File: src/hw/rtl/cls_pkg.sv
// Package for the compacting list store: sizes, command and status codes,
// and the control bundle broadcast to the row of storage cells.
// Depends on nothing; every other file of the block refers to it.
package cls_pkg;

    localparam int DEPTH     = 16;
    localparam int WORD_BITS = 32;

    localparam int CMD_BITS  = 3;
    localparam int POS_BITS  = 4;
    localparam int DATA_BITS = 32;
    localparam int LEN_BITS  = 5;
    localparam int STAT_BITS = 2;

    localparam int IDX_BITS  = (DEPTH > 1) ? $clog2(DEPTH) : 1;
    localparam int CNT_BITS  = $clog2(DEPTH + 1);
    localparam int CMP_BITS  = ((CNT_BITS > POS_BITS) ? CNT_BITS : POS_BITS) + 1;

    typedef logic [WORD_BITS-1:0] word_t;
    typedef logic [CNT_BITS-1:0]  count_t;
    typedef logic [CMP_BITS-1:0]  cmp_t;
    typedef logic [IDX_BITS-1:0]  idx_t;

    typedef enum logic [CMD_BITS-1:0] {
        CMD_PUSH   = 3'd0,
        CMD_POP    = 3'd1,
        CMD_SET    = 3'd2,
        CMD_GET    = 3'd3,
        CMD_DELETE = 3'd4,
        CMD_QUERY  = 3'd5
    } cmd_t;

    typedef enum logic [STAT_BITS-1:0] {
        ST_OK    = 2'd0,
        ST_EMPTY = 2'd1,
        ST_FULL  = 2'd2,
        ST_RANGE = 2'd3
    } status_t;

    // Control broadcast to every cell for one accepted command.
    typedef struct packed {
        logic  push_en;
        logic  set_en;
        logic  del_en;
        cmp_t  pos;
        cmp_t  count;
        word_t word;
    } cell_ctrl_t;

endpackage

File: src/hw/rtl/cls_cmd_if.sv
// Command channel of the compacting list store: valid, ready and one command beat.
// Depends on cls_pkg for the field widths.
interface cls_cmd_if;
    logic                          valid;
    logic                          ready;
    logic [cls_pkg::CMD_BITS-1:0]  command;
    logic [cls_pkg::POS_BITS-1:0]  position;
    logic [cls_pkg::DATA_BITS-1:0] data_in;

    modport source (output valid, output command, output position, output data_in,
                    input ready);
    modport sink (input valid, input command, input position, input data_in,
                  output ready);
endinterface

File: src/hw/rtl/cls_rsp_if.sv
// Result channel of the compacting list store: valid, ready and one result beat.
// Depends on cls_pkg for the field widths.
interface cls_rsp_if;
    logic                          valid;
    logic                          ready;
    logic [cls_pkg::DATA_BITS-1:0] read_word;
    logic [cls_pkg::LEN_BITS-1:0]  length;
    logic                          empty_flag;
    logic [cls_pkg::STAT_BITS-1:0] status;

    modport source (output valid, output read_word, output length, output empty_flag,
                    output status, input ready);
    modport sink (input valid, input read_word, input length, input empty_flag,
                  input status, output ready);
endinterface

File: src/hw/rtl/cls_cell.sv
// One storage cell of the list: holds a word and updates it from the command,
// its own position and the word of its upper neighbor. Depends on cls_pkg.
module cls_cell (
    input  logic                clk,
    input  cls_pkg::cell_ctrl_t ctrl,
    input  cls_pkg::idx_t       idx,
    input  cls_pkg::word_t      upper_word,
    output cls_pkg::word_t      word
);

    cls_pkg::word_t word_reg;
    cls_pkg::word_t word_next;
    cls_pkg::cmp_t  my_pos;

    assign my_pos = cls_pkg::CMP_BITS'(idx);

    always_comb
    begin
        word_next = word_reg;
        if (ctrl.push_en && (my_pos == ctrl.count))
        begin
            word_next = ctrl.word;
        end
        else if (ctrl.set_en)
        begin
            if (my_pos == ctrl.pos)
            begin
                word_next = ctrl.word;
            end
            else if ((my_pos >= ctrl.count) && (my_pos < ctrl.pos))
            begin
                word_next = '0;
            end
        end
        else if (ctrl.del_en && (my_pos >= ctrl.pos) && ((my_pos + 1'b1) < ctrl.count))
        begin
            word_next = upper_word;
        end
    end

    always_ff @(posedge clk)
    begin
        word_reg <= word_next;
    end

    assign word = word_reg;

endmodule

File: src/hw/rtl/compacting_list_store_unit.sv
// Top level of the compacting list store; depends on cls_pkg, cls_cmd_if,
// cls_rsp_if and cls_cell.
//
// On acceptance of a command beat, the row of cells performs append,
// zero-filled set and the shift-down of delete in the cycle of acceptance, and the
// result beat appears from the output register on the next cycle. A new command is
// taken in every cycle in which the output register is empty or its beat is taken,
// so it sustains one command per cycle while result beats are taken. Storage needs
// no clearing after reset; the block is ready as soon as reset is released.
module compacting_list_store_unit (
    input  logic           clk,
    input  logic           rst_n,
    cls_cmd_if.sink        cmd,
    cls_rsp_if.source      rsp
);

    cls_pkg::word_t      cell_word [cls_pkg::DEPTH];
    cls_pkg::cell_ctrl_t ctrl;

    cls_pkg::count_t     count_reg;
    cls_pkg::count_t     count_next;
    logic                rsp_valid_reg;
    logic [cls_pkg::DATA_BITS-1:0] read_word_reg;
    logic [cls_pkg::DATA_BITS-1:0] read_word_next;
    cls_pkg::status_t    status_reg;
    cls_pkg::status_t    status_next;
    logic [cls_pkg::LEN_BITS-1:0] length_reg;
    logic                empty_reg;

    logic                accept;
    cls_pkg::cmd_t       op;
    cls_pkg::cmp_t       pos_ext;
    cls_pkg::cmp_t       count_ext;
    cls_pkg::cmp_t       depth_ext;
    cls_pkg::count_t     last;
    cls_pkg::idx_t       rd_idx;
    cls_pkg::word_t      rd_word;

    assign cmd.ready = !rsp_valid_reg || rsp.ready;
    assign accept    = cmd.valid && cmd.ready;
    assign op        = cls_pkg::cmd_t'(cmd.command);
    assign pos_ext   = cls_pkg::CMP_BITS'(cmd.position);
    assign count_ext = cls_pkg::CMP_BITS'(count_reg);
    assign depth_ext = cls_pkg::CMP_BITS'(cls_pkg::DEPTH);
    assign last      = count_reg - 1'b1;
    assign rd_idx    = (op == cls_pkg::CMD_POP) ? last[cls_pkg::IDX_BITS-1:0]
                                                : pos_ext[cls_pkg::IDX_BITS-1:0];
    assign rd_word   = cell_word[rd_idx];

    always_comb
    begin
        ctrl.push_en   = 1'b0;
        ctrl.set_en    = 1'b0;
        ctrl.del_en    = 1'b0;
        ctrl.pos       = pos_ext;
        ctrl.count     = count_ext;
        ctrl.word      = cls_pkg::WORD_BITS'(cmd.data_in);
        count_next     = count_reg;
        read_word_next = '0;
        status_next    = cls_pkg::ST_OK;
        case (op)
            cls_pkg::CMD_PUSH:
            begin
                if (count_ext >= depth_ext)
                begin
                    status_next = cls_pkg::ST_FULL;
                end
                else
                begin
                    ctrl.push_en = accept;
                    count_next   = count_reg + 1'b1;
                end
            end
            cls_pkg::CMD_POP:
            begin
                if (count_reg == '0)
                begin
                    status_next = cls_pkg::ST_EMPTY;
                end
                else
                begin
                    count_next     = last;
                    read_word_next = cls_pkg::DATA_BITS'(rd_word);
                end
            end
            cls_pkg::CMD_SET:
            begin
                if (pos_ext >= depth_ext)
                begin
                    status_next = cls_pkg::ST_RANGE;
                end
                else
                begin
                    ctrl.set_en = accept;
                    if (pos_ext >= count_ext)
                    begin
                        count_next = cls_pkg::CNT_BITS'(pos_ext + 1'b1);
                    end
                end
            end
            cls_pkg::CMD_GET:
            begin
                if (pos_ext >= count_ext)
                begin
                    status_next = cls_pkg::ST_RANGE;
                end
                else
                begin
                    read_word_next = cls_pkg::DATA_BITS'(rd_word);
                end
            end
            cls_pkg::CMD_DELETE:
            begin
                if (pos_ext >= count_ext)
                begin
                    status_next = cls_pkg::ST_RANGE;
                end
                else
                begin
                    ctrl.del_en = accept;
                    count_next  = last;
                end
            end
            default:
            begin
                status_next = cls_pkg::ST_OK;
            end
        endcase
    end

    for (genvar i = 0; i < cls_pkg::DEPTH; i++)
    begin : g_cell
        cls_pkg::word_t upper;
        if (i < cls_pkg::DEPTH - 1)
        begin : g_mid
            assign upper = cell_word[i + 1];
        end
        else
        begin : g_top
            assign upper = '0;
        end
        cls_cell u_cell (
            .clk        (clk),
            .ctrl       (ctrl),
            .idx        (cls_pkg::IDX_BITS'(i)),
            .upper_word (upper),
            .word       (cell_word[i])
        );
    end

    always_ff @(posedge clk or negedge rst_n)
    begin
        if (!rst_n)
        begin
            count_reg     <= '0;
            rsp_valid_reg <= 1'b0;
        end
        else
        begin
            if (accept)
            begin
                count_reg     <= count_next;
                rsp_valid_reg <= 1'b1;
            end
            else if (rsp.ready)
            begin
                rsp_valid_reg <= 1'b0;
            end
        end
    end

    always_ff @(posedge clk)
    begin
        if (accept)
        begin
            read_word_reg <= read_word_next;
            status_reg    <= status_next;
            length_reg    <= cls_pkg::LEN_BITS'(count_next);
            empty_reg     <= (count_next == '0);
        end
    end

    assign rsp.valid      = rsp_valid_reg;
    assign rsp.read_word  = read_word_reg;
    assign rsp.length     = length_reg;
    assign rsp.empty_flag = empty_reg;
    assign rsp.status     = status_reg;

endmodule
File: src/flat_wrapper.sv
// flat-port wrapper written by rule: the top's interface ports become plain ports
module compacting_list_store_unit_flat 
  (clk, rst_n, cmd_valid, cmd_command, cmd_position, cmd_data_in, cmd_ready, rsp_valid, rsp_read_word, rsp_length, rsp_empty_flag, rsp_status, rsp_ready);
  cls_cmd_if cmd_i ();
  cls_rsp_if rsp_i ();
  input  logic clk;
  input  logic rst_n;
  input wire logic [$bits(cmd_i.valid)-1:0] cmd_valid;
  input wire logic [$bits(cmd_i.command)-1:0] cmd_command;
  input wire logic [$bits(cmd_i.position)-1:0] cmd_position;
  input wire logic [$bits(cmd_i.data_in)-1:0] cmd_data_in;
  output wire logic [$bits(cmd_i.ready)-1:0] cmd_ready;
  output wire logic [$bits(rsp_i.valid)-1:0] rsp_valid;
  output wire logic [$bits(rsp_i.read_word)-1:0] rsp_read_word;
  output wire logic [$bits(rsp_i.length)-1:0] rsp_length;
  output wire logic [$bits(rsp_i.empty_flag)-1:0] rsp_empty_flag;
  output wire logic [$bits(rsp_i.status)-1:0] rsp_status;
  input wire logic [$bits(rsp_i.ready)-1:0] rsp_ready;
  assign cmd_i.valid = cmd_valid;
  assign cmd_i.command = cmd_command;
  assign cmd_i.position = cmd_position;
  assign cmd_i.data_in = cmd_data_in;
  assign cmd_ready = cmd_i.ready;
  assign rsp_valid = rsp_i.valid;
  assign rsp_read_word = rsp_i.read_word;
  assign rsp_length = rsp_i.length;
  assign rsp_empty_flag = rsp_i.empty_flag;
  assign rsp_status = rsp_i.status;
  assign rsp_i.ready = rsp_ready;
  compacting_list_store_unit u_core (.clk(clk), .rst_n(rst_n), .cmd(cmd_i), .rsp(rsp_i));
endmodule
File: config.mk
export PLATFORM = sky130hd
export DESIGN_NAME = compacting_list_store_unit_flat
export DESIGN_NICKNAME = d
export VERILOG_FILES = /design/src/hw/rtl/cls_pkg.sv /design/src/hw/rtl/cls_cmd_if.sv /design/src/hw/rtl/cls_rsp_if.sv /design/src/hw/rtl/cls_cell.sv /design/src/hw/rtl/compacting_list_store_unit.sv /design/src/flat_wrapper.sv
export SDC_FILE = /design/constraint.sdc
export NUM_CORES = 1
export LEC_CHECK = 0
export BUFFER_PORTS_ARGS = -buffer_cell sky130_fd_sc_hd__buf_2
export CAP_MARGIN = 10
export CORE_MARGIN = 8
export CORE_UTILIZATION = 50
export CTS_BUF_LIST = sky130_fd_sc_hd__clkbuf_4 sky130_fd_sc_hd__clkbuf_8
export DETAILED_ROUTE_END_ITERATION = 8
export PLACE_DENSITY = 0.78
export SYNTH_ARGS = -nofsm -noshare
export SYNTH_HDL_FRONTEND = slang
export SYNTH_SLANG_ARGS = --single-unit
File: constraint.sdc
create_clock -name clk -period 6.7 [get_ports clk]
set_clock_uncertainty 0.2 [all_clocks]
set_input_delay 0.67 -clock clk [delete_from_list [all_inputs] [get_ports clk]]
set_output_delay 0.67 -clock clk [all_outputs]
set_load 0.02 [all_outputs]
# After elaboration in Yosys (flattened, before gate mapping)
# Cells that the tools add are included.
totals:
  ff_bits: 558
  in_bits: 43
  out_inout_bits: 42
  elab_cells: 356
op_classes:
  n_addsub: 3
  order_cmp: 68
  eq_ne: 50
  n_mux: 106
  bitwise: 1
  n_reduce_logical: 106
op_table:
  columns: ["cell", "count"]
  rows:
  - ["$mux W32", 84]
  - ["$bmux W32 S4", 1]
  - ["$logic_and A1 B1 Y1", 65]
  - ["$ne A4 B4 Y1 const B", 16]
  - ["$pmux W32 S2", 1]
  - ["$reduce_bool A3 Y1", 16]
  - ["$eq A4 B5 Y1 const A", 8]
  - ["$ge A4 B5 Y1 const A", 8]
  - ["$lt A4 B5 Y1 const A", 8]
  - ["$eq A4 B4 Y1 const A", 8]
  - ["$ge A4 B4 Y1 const A", 8]
  - ["$lt A4 B4 Y1 const A", 8]
  - ["$reduce_and A2 Y1", 16]
  - ["$mux W5", 5]
  - ["$eq A3 B5 Y1 const A", 4]
  - ["$ge A3 B5 Y1 const A", 4]
  - ["$lt A3 B5 Y1 const A", 4]
  - ["$pmux W5 S4", 1]
  - ["$eq A3 B4 Y1 const A", 4]
  - ["$ge A3 B4 Y1 const A", 4]
  - ["$lt A3 B4 Y1 const A", 4]
  - ["$logic_not A6 Y1", 2]
  - ["$eq A2 B5 Y1 const A", 2]
  - ["$ge A1 B5 Y1 const A", 2]
  - ["other kinds (31)", 51]

# Depth between registers and ports, before layout
depth:
  depth_word: 10
  ltp_mapped: 11

# Modules after synthesis
# From an unflattened synthesis, not the netlist that was laid out.
hier_totals:
  hier_cells: 2983
  hier_area_um2: 34453.0
by_module_without_submodules:
  columns: ["module", "instances", "cells_each", "area_per_inst_um2", "seq_area_each_um2"]
  rows:
  - ["cls_cell (u_core.g_cell[0].u_cell ...)", 15, 125, 1711.6, 960.9]
  - ["compacting_list_store_unit", 1, 984, 7035.5, 1351.3]
  - ["cls_cell (u_core.g_cell[1].u_cell)", 1, 124, 1742.9, 960.9]

# Worst setup path before layout
# No wires, ideal clock.
synth_timing:
  path_type: "input to register"
  from: "input port rsp_ready"
  to: "register u_core.g_cell[7].u_cell.word_reg[0] (enable)"
  setup_time_ps: 533
  t_arrival_ps: 6795
  setup_slack_ps: -829
  cell_stages: 5
  n_path_buf: 1
  path_cell_list: "nand2b_1 > and2_1 > clkbuf_1 > nand4_1 > o311ai_0"
synth_between:
  elab_chain_len: 8
synth_rtl:
  columns: ["element", "line_no", "source"]
  rows:
  - ["from (decl)", "flat_wrapper.sv:18", "input wire logic [$bits(rsp_i.ready)-1:0] rsp_ready;"]
  - ["$logic_or A1 B1 Y1 *", "compacting_list_store_unit.sv:39", "assign cmd.ready = !rsp_valid_reg || rsp.ready;"]
  - ["$logic_and A1 B1 Y1 *", "compacting_list_store_unit.sv:40", "assign accept = cmd.valid && cmd.ready;"]
  - ["named net u_core.accept", "compacting_list_store_unit.sv:30", "logic accept;"]
  - ["$mux W1", "compacting_list_store_unit.sv:114", "if (pos_ext >= count_ext)"]
  - ["$mux W1", "compacting_list_store_unit.sv:61", "case (op)"]
  - ["$logic_and A1 B1 Y1 (2 in a row)", "cls_cell.sv:35", "else if (ctrl.del_en && (my_pos >= ctrl.pos) && ((my_pos + 1'b1) < ctrl.count))"]
  - ["$reduce_bool A3 Y1 (no line)", null, null]
  - ["$reduce_and A2 Y1 (no line) *", null, null]
  - ["to (signal assigned)", "cls_cell.sv:43", "word_reg <= word_next;"]
  - ["to (decl)", "cls_cell.sv:11", "cls_pkg::word_t word_reg;"]
# Mark *: on every way through the listed nets, which the timed path passes. The rest lies on a longest branch.
# A chain may end at the register's enable or synchronous reset.

# Final worst setup path
layout_timing:
  from: "register u_core.count_reg[2]"
  to: "register u_core.g_cell[4].u_cell.word_reg[18] (enable)"
layout_between:
  elab_chain_len: 7
layout_rtl:
  columns: ["element", "line_no", "source"]
  rows:
  - ["from (decl)", "compacting_list_store_unit.sv:20", "cls_pkg::count_t count_reg;"]
  - ["from (signal assigned)", "compacting_list_store_unit.sv:162", "count_reg <= count_next;"]
  - ["$ge A4 B5 Y1", "compacting_list_store_unit.sv:114", null]
  - ["$mux W1", "compacting_list_store_unit.sv:114", null]
  - ["$mux W1", "compacting_list_store_unit.sv:61", null]
  - ["$logic_and A1 B1 Y1 (2 in a row)", "cls_cell.sv:35", null]
  - ["$reduce_bool A3 Y1 (no line)", null, null]
  - ["$reduce_and A2 Y1 (no line) *", null, null]
  - ["to (signal assigned)", "cls_cell.sv:43", null]
  - ["to (decl)", "cls_cell.sv:11", null]
# Every way passes the cells marked *; elsewhere a longest branch is shown, timed or not.

==> metrics.md <==
| Metric | Value |
|---|---|
| H-tree lvl count | 3 |
| Area Growth Syn to Fin | 10.4% |
| Area occupied by multi-input gates | 10,000 um^2 |
| Yosys warns | 0 |
| Setup CP Type | register to register |
| Worst hold path class | primary input to register |
| Initial antenna violation count | 3 |
| Minimum clock period | 5170 ps |
| First-pass GRT wire length | 129 mm |
| Grt total ovfl | 0 |
| Chip height | 254 um |
| Final instance area | 31,300 um^2 |
| Starting Density | 50.4% |
| Share of layout cells above drive strength 1 | 21.4% |
| Post-Synthesis Cells | 2,057 |
| Tightest Pin Transition | 1270 ps |
| Core area | 56,300 um^2 |
| Mapped cell area | 28,400 um^2 |
| Crit Reg-Reg Endpoint | u_core.g_cell[4].u_cell.word[18]$_DFFE_PP_ |
| Sequential cell area | 16,700 um^2 |
| I/O pin total | 85 |
| Initial DRC Count | 2,977 |
| Critical path destination | u_core.g_cell[4].u_cell.word[18]$_DFFE_PP_ |
| I/O Buffers | 84 |
| Seq/Total Area, Yosys | 58.9% |
| Total number of vias | 20,279 |
| P_leak | 11.4 nW |
| Clk_lat worst skew | 700 ps |
| Mapped Nets | 2,112 |
| Max_cap viols | 0 |
| Setup violations, final | 0 |
| CTS buffer count | 91 |
| R2r worst-path depth | 8 |
| Post-route ant nets | 0 |
| Post-Route WL | 86.7 mm |
| Post-DR vias/cell | 7.08 |
| CP Capture Type | register |
| Post-synth EDFFs | 552 |
| Final total power | 8.57 mW |
| Worst-path clk slew | 60 ps |
| Max Transition Viols Final | 0 |
| Status | finished clean |
| RSZ-0062 raised after global routing | false |
| Die Width | 254 um |
| Largest net degree at the start of global routing | 129 |
| Residual DRC | 0 |
| Global Route Usage Sum | 26.3% |
| Vias in the first global route | 20,361 |
| Primary FF master, synth | edfxtp_1 |
| Final Hold Fails | 0 |
| Post-cts sizing count | 0 |
| CTS tree | yes |
| Max reg flops | 512 |
| Routability cong. | 0.893 |
| Crit path DAT | 5240 ps |
| Yosys cell types | 67 |
| Crit path launch | u_core.count_reg[2]$_DFFE_PN0P_ |
| Peak VDD IR | 0.157 mV |
| Peak Freq | 0.194 GHz |
| Placed inst area | 29,500 um^2 |
| # fillers | 4,407 |
| Avg WL per Cell | 30.3 um |
| Pre-antenna DRT Iters | 5 |
| R2R Path Start | u_core.count_reg[2]$_DFFE_PN0P_ |
| Number of synthesized register bits | 558 |
| Die Area | 64,700 um^2 |
| PwrDens | 274 nW/um^2 |
| Final Util | 55.7% |
| Crit-path max FO | 32 |
| Clock tree buffer depth | 3 |
| Mapped Avg Cell Area | 13.8 um^2 |
| Relative slew slack | 15.4% |
| Nets | 2,099 |
| Worst Path Required | 6780 ps |
| Final period util | 77.1% |
| Post-DP HPWL | 48.3 mm |
| Clk root buf | clkbuf_8 |
| Ys async rst share | 1.08% |
| Final TNS setup | 0 ps |
| Flop-to-flop setup slack | 1530 ps |
| CP startpoint kind | register |
| Clock Sink Count | 558 |
| Row count | 87 |
==> synthesized netlist by cell type, drive strengths merged, types with 5 or more instances <==
library cell / instances / area (um^2)
edfxtp: 552 / 16600
nor4: 6 / 52.6
nand2: 39 / 146
o22ai: 37 / 231
mux2: 6 / 67.6
nand4: 8 / 50.1
clkbuf: 141 / 529
buf: 90 / 485
dfrtp: 6 / 150
inv: 267 / 1000
a21oi: 22 / 114
o21ai: 32 / 160
nor2: 37 / 146
mux4: 128 / 2880
a22o: 482 / 4220
ha: 12 / 150
a221o: 32 / 320
nor3: 9 / 45.0
nor2b: 5 / 31.3
and2: 39 / 244
a31o: 5 / 43.8
a31oi: 12 / 75.1
nand3: 18 / 90.1
==> cell type report <==
type                    instances  share of cell area (%)
flip-flops and latches        558                    53.4
multi-input cells             999                    32.0
clock buffers                 123                    4.82
inverters                     269                    3.22
well taps                     756                    3.02
repair buffers                125                    2.56
clock inverters                33                   0.998
diodes                          1                 0.00799
==> repair_timing <==
item | CTS | global route
setup buffers | 0 | 0
hold buffers | 1 | 0
endpoints found under the hold margin | 6 | 0
==> metal layers <==
layer	GRT usage, %	share of wire [%]	wire (um)
met1	34.0	37	31800
met2	41.5	47	40400
met3	6.83	12	10600
met4	12.4	4.3	3770
met5	0	0.015	13
==> worst min path at each step <==
| stage | from | end | depth (start not counted) |
|---|---|---|---|
| 3_5_place_dp | rst_n | u_core.count_reg[0]$_DFFE_PN0P_ | 1 |
| 2_1_floorplan | rst_n | u_core.count_reg[0]$_DFFE_PN0P_ | 0 |
| 4_1_cts | cmd_valid | u_core.rsp.valid$_DFFE_PN0P_ | 2 |
| 6_report | cmd_valid | u_core.rsp.valid$_DFFE_PN0P_ | 2 |
| 5_1_grt | cmd_valid | u_core.rsp.valid$_DFFE_PN0P_ | 2 |
| 3_3_place_gp | rst_n | u_core.count_reg[0]$_DFFE_PN0P_ | 1 |
==> stage by stage <==
step / setup WS, ps / cells / hold WS, ps
2_1_floorplan: 432 / 2057 / 174
3_3_place_gp: 1940 / 2704 / 308
3_5_place_dp: 1790 / 2704 / 314
4_1_cts: 1740 / 2861 / 3.75
5_1_grt: 1250 / 2864 / 41.9
6_report: 1530 / 2864 / 43.7
==> placed cells by master, fill, tap and decap left out, drive strengths merged, types with 24 or more instances in the layout <==
| cell | n |
|---|---|
| inv | 270 |
| and2 | 39 |
| a22o | 482 |
| clkinv | 24 |
| edfxtp | 552 |
| o22ai | 37 |
| mux4 | 128 |
| nand2 | 39 |
| clkbuf | 123 |
| nor2 | 37 |
| buf | 124 |
| o21ai | 32 |
| a221o | 32 |
==> power breakdown <==
| group | internal (mW) | leakage [nW] | switching [mW] |
|---|---|---|---|
| Sequential | 3.98 | 5.14 | 0.130 |
| Combinational | 0.533 | 5.34 | 0.843 |
| Clock | 1.69 | 0.959 | 1.40 |
==> critical path: stages, from the launching register on <==
cell and delay, ps:
dfrtp_1 940, inv_1 360, ha_1 410, o21ai_0 190, a21oi_1 190, nand2_1 230
nand4_1 560, a2111oi_0 610, a311o_2 1040
==> logic make-up after synthesis <==
logic type      count (synthesis)  share of synthesized area [%]
fa+ha+maj                      13                          0.564
simple gates                  181                           3.35
compound gates                666                           19.5
mux                           134                           10.4
buf+inv                       500                           7.13
xor+xnor                        5                          0.154
flops                         558                           58.9
Note: power is estimated with default switching activity, not from simulation.
